==> src/rtl/assert_macros.svh <==
// ----------------------------------------------------------------------------
// Assertion macros
// Clocked concurrent assertion wrappers; define NO_ASSERTIONS to drop them.
// ----------------------------------------------------------------------------
`ifndef ASSERT_MACROS_SVH
`define ASSERT_MACROS_SVH

`ifndef NO_ASSERTIONS

// Assertion that is switched off while reset is held.
`define ASSERT_RST(lbl, clk, rstn, prop, msg) \
  lbl: assert property (@(posedge clk) disable iff (!rstn) prop) else $error(msg);

// Assertion that is checked at every edge, reset included.
`define ASSERT_ALL(lbl, clk, prop, msg) \
  lbl: assert property (@(posedge clk) prop) else $error(msg);

`else

`define ASSERT_RST(lbl, clk, rstn, prop, msg)
`define ASSERT_ALL(lbl, clk, prop, msg)

`endif

`endif

==> src/rtl/aapc_pkg.sv <==
// ----------------------------------------------------------------------------
// aapc_pkg
// Shared widths, constants and types of the all-prime array checker.
// ----------------------------------------------------------------------------
package aapc_pkg;

  // Width of one array element.
  localparam int unsigned VALUE_WIDTH = 32;

  // Trial divisor width: covers sqrt(2^(VALUE_WIDTH-1)) plus one step of two.
  localparam int unsigned DIV_W = VALUE_WIDTH / 2 + 1;

  // Running square of the divisor; may overshoot the value by one step.
  localparam int unsigned SQ_W = VALUE_WIDTH + 1;

  // Bit counter of the remainder unit, holds VALUE_WIDTH itself.
  localparam int unsigned CNT_W = $clog2(VALUE_WIDTH + 1);

  localparam logic [VALUE_WIDTH-1:0] VAL_TWO   = VALUE_WIDTH'(2);
  localparam logic [DIV_W-1:0]       FIRST_DIV = DIV_W'(3);
  localparam logic [SQ_W-1:0]        FIRST_SQ  = SQ_W'(9);
  localparam logic [CNT_W-1:0]       BIT_COUNT = CNT_W'(VALUE_WIDTH);

  // Status of the remainder unit toward the sequencer.
  typedef struct packed {
    logic done;  // one-cycle pulse, remainder valid
    logic zero;  // remainder is zero
  } rem_stat_t;

  // Sequencer states.
  typedef enum logic [3:0] {
    S_IDLE  = 4'b0001,
    S_CHECK = 4'b0010,
    S_DIV   = 4'b0100,
    S_DONE  = 4'b1000
  } seq_state_e;

endpackage

==> src/rtl/aapc_if.sv <==
// ----------------------------------------------------------------------------
// aapc_if
// Valid/ready channels for array elements and per-element verdicts.
// ----------------------------------------------------------------------------
interface aapc_in_if import aapc_pkg::*; ();
  logic                          valid;
  logic                          ready;
  logic signed [VALUE_WIDTH-1:0] value;
  logic                          end_of_array;

  modport source (output valid, output value, output end_of_array, input ready);
  modport sink   (input valid, input value, input end_of_array, output ready);
endinterface

interface aapc_out_if;
  logic valid;
  logic ready;
  logic element_is_prime;
  logic all_prime_so_far;
  logic array_done;

  modport source (output valid, output element_is_prime, output all_prime_so_far,
                  output array_done, input ready);
  modport sink   (input valid, input element_is_prime, input all_prime_so_far,
                  input array_done, output ready);
endinterface

==> src/rtl/array_all_prime_check_unit.sv <==
// ----------------------------------------------------------------------------
// array_all_prime_check_unit
// Trial-division primality test per array element with a running all-prime
// verdict that re-arms after the last element.
// ----------------------------------------------------------------------------
//  channel  dir  payload                                          handshake
//  in_i     in   value (signed), end_of_array                     valid/ready
//  out_o    out  element_is_prime, all_prime_so_far, array_done   valid/ready
//
//  Negative, small and even values are settled on acceptance; an odd value is
//  divided in turn by each odd divisor 3, 5, 7 and so on up to its square
//  root, in the bit-serial remainder unit.
//  One element at a time: in_i.ready is high only between elements.
//  The verdict waits in an output register; a stalled out_o holds it, and a
//  finished element waits for that register to free. Reset re-arms the flag.
// ----------------------------------------------------------------------------
`include "assert_macros.svh"

module array_all_prime_check_unit import aapc_pkg::*; (
  input  logic       clk_i,
  input  logic       rst_ni,
  aapc_in_if.sink    in_i,
  aapc_out_if.source out_o
);

  seq_state_e             state_q, state_d;
  logic [VALUE_WIDTH-1:0] v_q, v_d;
  logic                   last_q, last_d;
  logic                   prime_q, prime_d;
  logic [DIV_W-1:0]       d_q, d_d;
  logic [SQ_W-1:0]        sq_q, sq_d;
  logic                   run_q, run_d;
  logic                   ovld_q, ovld_d;
  logic                   oprime_q, oprime_d;
  logic                   oall_q, oall_d;
  logic                   odone_q, odone_d;

  logic                   in_fire;
  logic                   out_free;
  logic                   rem_start;
  rem_stat_t              rem_stat;
  logic [VALUE_WIDTH-1:0] in_val;

  assign in_val   = in_i.value;
  assign in_fire  = in_i.valid && in_i.ready;
  assign out_free = !ovld_q || out_o.ready;

  assign in_i.ready = (state_q == S_IDLE);
  assign rem_start  = (state_q == S_CHECK) && (sq_q <= {1'b0, v_q});

  aapc_rem u_rem (
    .clk_i      (clk_i),
    .rst_ni     (rst_ni),
    .start_i    (rem_start),
    .dividend_i (v_q),
    .divisor_i  (d_q),
    .stat_o     (rem_stat)
  );

  always_comb begin
    state_d  = state_q;
    v_d      = v_q;
    last_d   = last_q;
    prime_d  = prime_q;
    d_d      = d_q;
    sq_d     = sq_q;
    run_d    = run_q;
    ovld_d   = ovld_q && !out_o.ready;
    oprime_d = oprime_q;
    oall_d   = oall_q;
    odone_d  = odone_q;
    unique case (state_q)
      S_IDLE: begin
        if (in_fire) begin
          v_d    = in_val;
          last_d = in_i.end_of_array;
          d_d    = FIRST_DIV;
          sq_d   = FIRST_SQ;
          // Settle sign, small and even values at once.
          if (in_val[VALUE_WIDTH-1] || in_val < VAL_TWO) begin
            prime_d = 1'b0;
            state_d = S_DONE;
          end else if (in_val == VAL_TWO) begin
            prime_d = 1'b1;
            state_d = S_DONE;
          end else if (!in_val[0]) begin
            prime_d = 1'b0;
            state_d = S_DONE;
          end else begin
            state_d = S_CHECK;
          end
        end
      end
      S_CHECK: begin
        if (rem_start) begin
          state_d = S_DIV;
        end else begin
          // Divisor passed the square root: no factor found.
          prime_d = 1'b1;
          state_d = S_DONE;
        end
      end
      S_DIV: begin
        if (rem_stat.done) begin
          if (rem_stat.zero) begin
            prime_d = 1'b0;
            state_d = S_DONE;
          end else begin
            // Advance to the next odd divisor: (d+2)^2 = d^2 + 4d + 4.
            d_d     = d_q + DIV_W'(2);
            sq_d    = sq_q + {{(SQ_W-DIV_W-2){1'b0}}, d_q, 2'b00} + SQ_W'(4);
            state_d = S_CHECK;
          end
        end
      end
      S_DONE: begin
        if (out_free) begin
          ovld_d   = 1'b1;
          oprime_d = prime_q;
          oall_d   = run_q && prime_q;
          odone_d  = last_q;
          run_d    = last_q ? 1'b1 : (run_q && prime_q);
          state_d  = S_IDLE;
        end
      end
      default: state_d = S_IDLE;
    endcase
  end

  always_ff @(posedge clk_i or negedge rst_ni) begin
    if (!rst_ni) begin
      state_q <= S_IDLE;
      run_q   <= 1'b1;
      ovld_q  <= 1'b0;
    end else begin
      state_q <= state_d;
      run_q   <= run_d;
      ovld_q  <= ovld_d;
    end
  end

  always_ff @(posedge clk_i) begin
    v_q      <= v_d;
    last_q   <= last_d;
    prime_q  <= prime_d;
    d_q      <= d_d;
    sq_q     <= sq_d;
    oprime_q <= oprime_d;
    oall_q   <= oall_d;
    odone_q  <= odone_d;
  end

  assign out_o.valid            = ovld_q;
  assign out_o.element_is_prime = oprime_q;
  assign out_o.all_prime_so_far = oall_q;
  assign out_o.array_done       = odone_q;

  `ASSERT_RST(a_div_odd, clk_i, rst_ni, (state_q == S_CHECK || state_q == S_DIV) |-> d_q[0], "even trial divisor")
  `ASSERT_RST(a_sq_track, clk_i, rst_ni, (state_q == S_CHECK) |-> (sq_q == (SQ_W'(d_q) * SQ_W'(d_q))), "divisor square out of step")
  `ASSERT_RST(a_prime_shape, clk_i, rst_ni, (state_q == S_DONE && prime_q) |-> (v_q[0] || v_q == VAL_TWO), "even value judged prime")
  `ASSERT_RST(a_hold_done, clk_i, rst_ni, (state_q == S_DONE && !out_free) |=> (state_q == S_DONE), "verdict dropped while output full")

endmodule

==> src/rtl/aapc_rem.sv <==
// ----------------------------------------------------------------------------
// aapc_rem
// Bit-serial restoring remainder unit: one dividend bit per cycle.
// ----------------------------------------------------------------------------
`include "assert_macros.svh"

module aapc_rem import aapc_pkg::*; (
  input  logic                   clk_i,
  input  logic                   rst_ni,
  input  logic                   start_i,
  input  logic [VALUE_WIDTH-1:0] dividend_i,
  input  logic [DIV_W-1:0]       divisor_i,
  output rem_stat_t              stat_o
);

  logic                   busy_q, busy_d;
  logic                   done_q, done_d;
  logic [CNT_W-1:0]       cnt_q, cnt_d;
  logic [VALUE_WIDTH-1:0] num_q, num_d;
  logic [DIV_W-1:0]       rem_q, rem_d;
  logic [DIV_W-1:0]       div_q, div_d;

  logic [DIV_W:0] trial;
  logic [DIV_W:0] diff;

  // Shift in the next dividend bit and subtract if it fits.
  assign trial = {rem_q, num_q[VALUE_WIDTH-1]};
  assign diff  = trial - {1'b0, div_q};

  always_comb begin
    busy_d = busy_q;
    done_d = 1'b0;
    cnt_d  = cnt_q;
    num_d  = num_q;
    rem_d  = rem_q;
    div_d  = div_q;
    if (start_i) begin
      busy_d = 1'b1;
      cnt_d  = BIT_COUNT;
      num_d  = dividend_i;
      rem_d  = '0;
      div_d  = divisor_i;
    end else if (busy_q) begin
      num_d = {num_q[VALUE_WIDTH-2:0], 1'b0};
      rem_d = diff[DIV_W] ? trial[DIV_W-1:0] : diff[DIV_W-1:0];
      cnt_d = cnt_q - CNT_W'(1);
      if (cnt_q == CNT_W'(1)) begin
        busy_d = 1'b0;
        done_d = 1'b1;
      end
    end
  end

  always_ff @(posedge clk_i or negedge rst_ni) begin
    if (!rst_ni) begin
      busy_q <= 1'b0;
      done_q <= 1'b0;
      cnt_q  <= '0;
    end else begin
      busy_q <= busy_d;
      done_q <= done_d;
      cnt_q  <= cnt_d;
    end
  end

  always_ff @(posedge clk_i) begin
    num_q <= num_d;
    rem_q <= rem_d;
    div_q <= div_d;
  end

  assign stat_o.done = done_q;
  assign stat_o.zero = (rem_q == '0);

  `ASSERT_RST(a_rem_below_div, clk_i, rst_ni, done_q |-> (rem_q < div_q), "remainder not below divisor")
  `ASSERT_RST(a_no_restart, clk_i, rst_ni, start_i |-> !busy_q, "start while busy")
  `ASSERT_RST(a_start_busy, clk_i, rst_ni, start_i |=> (busy_q && !done_q), "start did not launch")

endmodule
==> src/flat_wrapper.sv <==
// flat-port wrapper written by rule: the top's interface ports become plain ports
module array_all_prime_check_unit_flat import aapc_pkg::*;
  (clk_i, rst_ni, in_i_valid, in_i_value, in_i_end_of_array, in_i_ready, out_o_valid, out_o_element_is_prime, out_o_all_prime_so_far, out_o_array_done, out_o_ready);
  aapc_in_if in_i_i ();
  aapc_out_if out_o_i ();
  input  logic clk_i;
  input  logic rst_ni;
  input wire logic [$bits(in_i_i.valid)-1:0] in_i_valid;
  input wire logic [$bits(in_i_i.value)-1:0] in_i_value;
  input wire logic [$bits(in_i_i.end_of_array)-1:0] in_i_end_of_array;
  output wire logic [$bits(in_i_i.ready)-1:0] in_i_ready;
  output wire logic [$bits(out_o_i.valid)-1:0] out_o_valid;
  output wire logic [$bits(out_o_i.element_is_prime)-1:0] out_o_element_is_prime;
  output wire logic [$bits(out_o_i.all_prime_so_far)-1:0] out_o_all_prime_so_far;
  output wire logic [$bits(out_o_i.array_done)-1:0] out_o_array_done;
  input wire logic [$bits(out_o_i.ready)-1:0] out_o_ready;
  assign in_i_i.valid = in_i_valid;
  assign in_i_i.value = in_i_value;
  assign in_i_i.end_of_array = in_i_end_of_array;
  assign in_i_ready = in_i_i.ready;
  assign out_o_valid = out_o_i.valid;
  assign out_o_element_is_prime = out_o_i.element_is_prime;
  assign out_o_all_prime_so_far = out_o_i.all_prime_so_far;
  assign out_o_array_done = out_o_i.array_done;
  assign out_o_i.ready = out_o_ready;
  array_all_prime_check_unit u_core (.clk_i(clk_i), .rst_ni(rst_ni), .in_i(in_i_i), .out_o(out_o_i));
endmodule
==> config.mk <==
export PLATFORM = sky130hd
export DESIGN_NAME = array_all_prime_check_unit_flat
export DESIGN_NICKNAME = d
export VERILOG_FILES = /design/src/rtl/aapc_pkg.sv /design/src/rtl/aapc_if.sv /design/src/rtl/array_all_prime_check_unit.sv /design/src/rtl/aapc_rem.sv /design/src/flat_wrapper.sv
export VERILOG_INCLUDE_DIRS = /design/src /design/src/rtl
export SDC_FILE = /design/constraint.sdc
export NUM_CORES = 1
export LEC_CHECK = 0
export BUFFER_PORTS_ARGS = -buffer_cell sky130_fd_sc_hd__clkbuf_2
export CAP_MARGIN = 20
export CORE_AREA = 2 2 172 140
export DETAILED_ROUTE_END_ITERATION = 8
export DIE_AREA = 0 0 174 142
export PLACE_DENSITY = 0.55
export RECOVER_POWER = 100
export SYNTH_ARGS = -nofsm -noshare
export SYNTH_HDL_FRONTEND = slang
export SYNTH_SLANG_ARGS = --single-unit
==> constraint.sdc <==
create_clock -name clk_i -period 4.4 [get_ports clk_i]
set_clock_uncertainty 0.1 [all_clocks]
set_input_delay 0.88 -clock clk_i [delete_from_list [all_inputs] [get_ports clk_i]]
set_output_delay 0.88 -clock clk_i [all_outputs]
set_load 0.03 [all_outputs]
==> flow_summary.toml <==
[timing]
finalCritPeriodShare_pct = 87.29
period_needed_ns = 3.841
max_freq_ghz = 0.2604
slew_viol_final = 34
slew_headroom_pct = -27.08
finalSetupViolCount = 0
setup_tns_ns = 0
hold_violations = 0
tightestPinTransition_ns = 1.906
rsz0062_at_grt = "false"

[route]
routed_via_density = 5.143
drtPass1Iterations = 5
routed_wl_mm = 19.79
drt-initial-drc-count = 467
dr_total_vias = 5986
ant_nets = 0
wl_per_cell_um = 17.01
drc = 0

[pwr]
powerDensity_nw_per_um2 = 730.7
peakVddDrop_v = 0.0003520
p_leak_nw = 3.973
design_power_total_mw = 7.481

[yosys]
synth.most_common_cell = "edfxtp_1"
synth_edf_count = 131
async_reset_ff_share_pct = 8.642
yosys-top-cells-area = "edfxtp_1, ha_1, mux2_2"
avgSynthCellArea_sq_um = 11.56
synthFlopType = "edfxtp_1"
netlist_area_sq_um = 9084
synth_top_area_cell = "edfxtp_1"
synth.distinct_cells = 62
synth_top_area_share_pct = 43.31
synth_common_cells = "edfxtp_1, nor2_1, ha_1"
ys_ff_latch = 162
syn-num-nets = 905
syn_inst = 786
ys_seq_area_share_pct = 50.94
yosys_warnings = 0

[global_route]
grt-busiest-layer = "met2"
gr-usage-all-layers_pct = 16.86
grt_util_met3_pct = 3.098
use_met1_pct = 24.64
use_met2_pct = 25.88
grt_max_degree = 47
grt_first_pass_wirelength_mm = 32.37
antenna_found_initial = 1
grt_overflow_total = 0
grt_pass1_vias = 5844

[die]
coreArea_sq_um = 23020
start_util_pct = 39.46
fp.dieW_um = 174
num_rows = 50
io_pins = 42
die_height_um = 142
dieArea_sq_um = 24710

[setup_path]
path_max_fanout = 44
crit_arrival_ns = 3.78
worstSetupPathType = "reg2reg"
start_kind = "register"
critPathRequiredTime_ns = 4.34
endpoint_kind = "register"
critPathMaxStageDelay_ns = 0.94
cpMaxStageDelayCell = "clkbuf_1"
rr_worst_depth = 6
path_cells = "ha_1, nand4b_1, or4_1, nor3_1, a31o_4, clkbuf_1"

[cells_and_area]
n_antenna_cell = 0
fin_nets = 958
fill_cells = 2224
area_growth_pct = 12.70
drive_gt1_share_pct = 9.742

[placed_design]
port-buffer-count = 41
hpwl_mm = 14.39
gp_congestion = 0.7994

[clock_tree]
clk_pin_slew_ns = 0.06
cts_setup_buffers = 0
numClockSinks = 162
htreeDepth = 4
cts_root_buf = "clkbuf_16"
insertion_delay_ns = 0.43
ctsResizeCount = 0
hold_buffers = 0
cts_tree = "yes"
numCtsBuffers = 17
clockBufferDepth = 2

[job]
maxCapViolations = 1

[run_status]
violations = "capacitance limit, slew limit"
status = "finished, violations left"

[hold_path]
hp-class = "reg2reg"
hold_path_depth = 0
## final cells by class
class                   instances  area, sq um  share of cell area (%)
inverters                      57        214.0                   2.090
flip-flops and latches        162         4627                   45.20
clock buffers                  19        432.9                   4.229
multi-input cells             551         4133                   40.37
clock inverters                13        231.5                   2.261
repair buffers                 50        209.0                   2.041
well taps                     312        390.4                   3.813
## flip-flops by register name, indices dropped and copies added, names as in the netlist, 4 cells and up
signal,cells
u_core.d_q,16
u_core.sq_q,30
u_core.state_q,4
u_core.u_rem.cnt_q,6
u_core.u_rem.div_q,16
u_core.u_rem.num_q,32
u_core.u_rem.rem_q,17
u_core.v_q,32
## path summary, 6_finish.rpt
kind | startpoint | to | slack (ns)
worst min register to register | u_core.last_q$_DFFE_PP_ | u_core.out_o.array_done$_DFFE_PP_ | 0.36
min in group asynchronous | rst_ni | u_core.u_rem.cnt_q[2]$_DFFE_PN0P_ | 0.41
max in group asynchronous | rst_ni | u_core.u_rem.cnt_q[5]$_DFFE_PN0P_ | 3.31
worst min-delay path | u_core.last_q$_DFFE_PP_ | u_core.out_o.array_done$_DFFE_PP_ | 0.36
worst max-delay path | u_core.sq_q[30]$_SDFFCE_PP0P_ | u_core.u_rem.div_q[7]$_DFFE_PP_ | 0.56
worst max register to register | u_core.sq_q[30]$_SDFFCE_PP0P_ | u_core.u_rem.div_q[7]$_DFFE_PP_ | 0.56
## power breakdown
group	internal [mW]	total (mW)	switching (mW)
sequential	2.32	2.75	0.428
combinational	1.29	3.03	1.74
clock	1.07	1.70	0.629
total	4.68	7.48	2.80
## metrics by stage
| stage | utilization [%] | std cells | hold WS [ns] | instance area, sq um | setup WS (ns) |
|---|---|---|---|---|---|
| finish | 44.47 | 1164 | 0.3570 | 10240 | 0.5592 |
| global route | 44.47 | 1164 | 0.3894 | 10240 | 0.2310 |
| CTS | 44.92 | 1164 | 0.2509 | 10340 | 0.8686 |
| detailed placement | 42.03 | 1132 | 0.3409 | 9677 | 0.8703 |
| global placement | 42.03 | 1132 | 0.3355 | 9677 | 0.9071 |
| floorplan | - | 786 | 0.3174 | 9084 | 0.3911 |
## logic make-up after synthesis
| logic type | after synthesis | synth area share, % |
|---|---|---|
| buffers and inverters | 73 | 3.347 |
| flip-flops | 162 | 50.94 |
| multiplexers | 46 | 5.510 |
| XOR/XNOR | 58 | 5.799 |
| adder cells (fa/ha/maj) | 82 | 11.46 |
| AO/OA/AOI/OAI | 144 | 10.85 |
| AND/OR/NAND/NOR | 221 | 12.09 |
## cell usage in the layout, fill, tap and decap left out, drive strengths merged, types with 3 or more instances in the layout
cell type and count:
nand3b 5, o21ai 24, nor2 83, o31ai 3
o211ai 7, nor4 14, nand3 10, bufinv 6
edfxtp 131, buf 3, nor4b 3, mux2i 14
clkbuf 66, inv 59, a211oi 25, a31oi 6
dfxtp 17, and2 9, a21oi 42, mux2 32
and3 15, nand2 39, o21bai 6, xor2 27
nor2b 4, dfrtp 12, nand4 10, ha 80
nor3 7, xnor2 31, or3 7, or2 3
clkinv 3, a21o 15, nand2b 6
## layer usage
metal	part of all wire (%)	up-vias
met5	0	-
met1	52	2878
met3	3.0	11
li1	-	3005
met4	0.81	0
met2	44	92
## critical path: cells and delay by family, from the launching register on
family	cells	cell delay [ns]
adder cells (fa/ha/maj)	1	0.33
AND/OR/NAND/NOR	3	1.02
AO/OA/AOI/OAI	1	0.61
buffers and inverters	1	0.94
flip-flops	1	0.43
No activity file was read; power rests on OpenSTA's default activity.
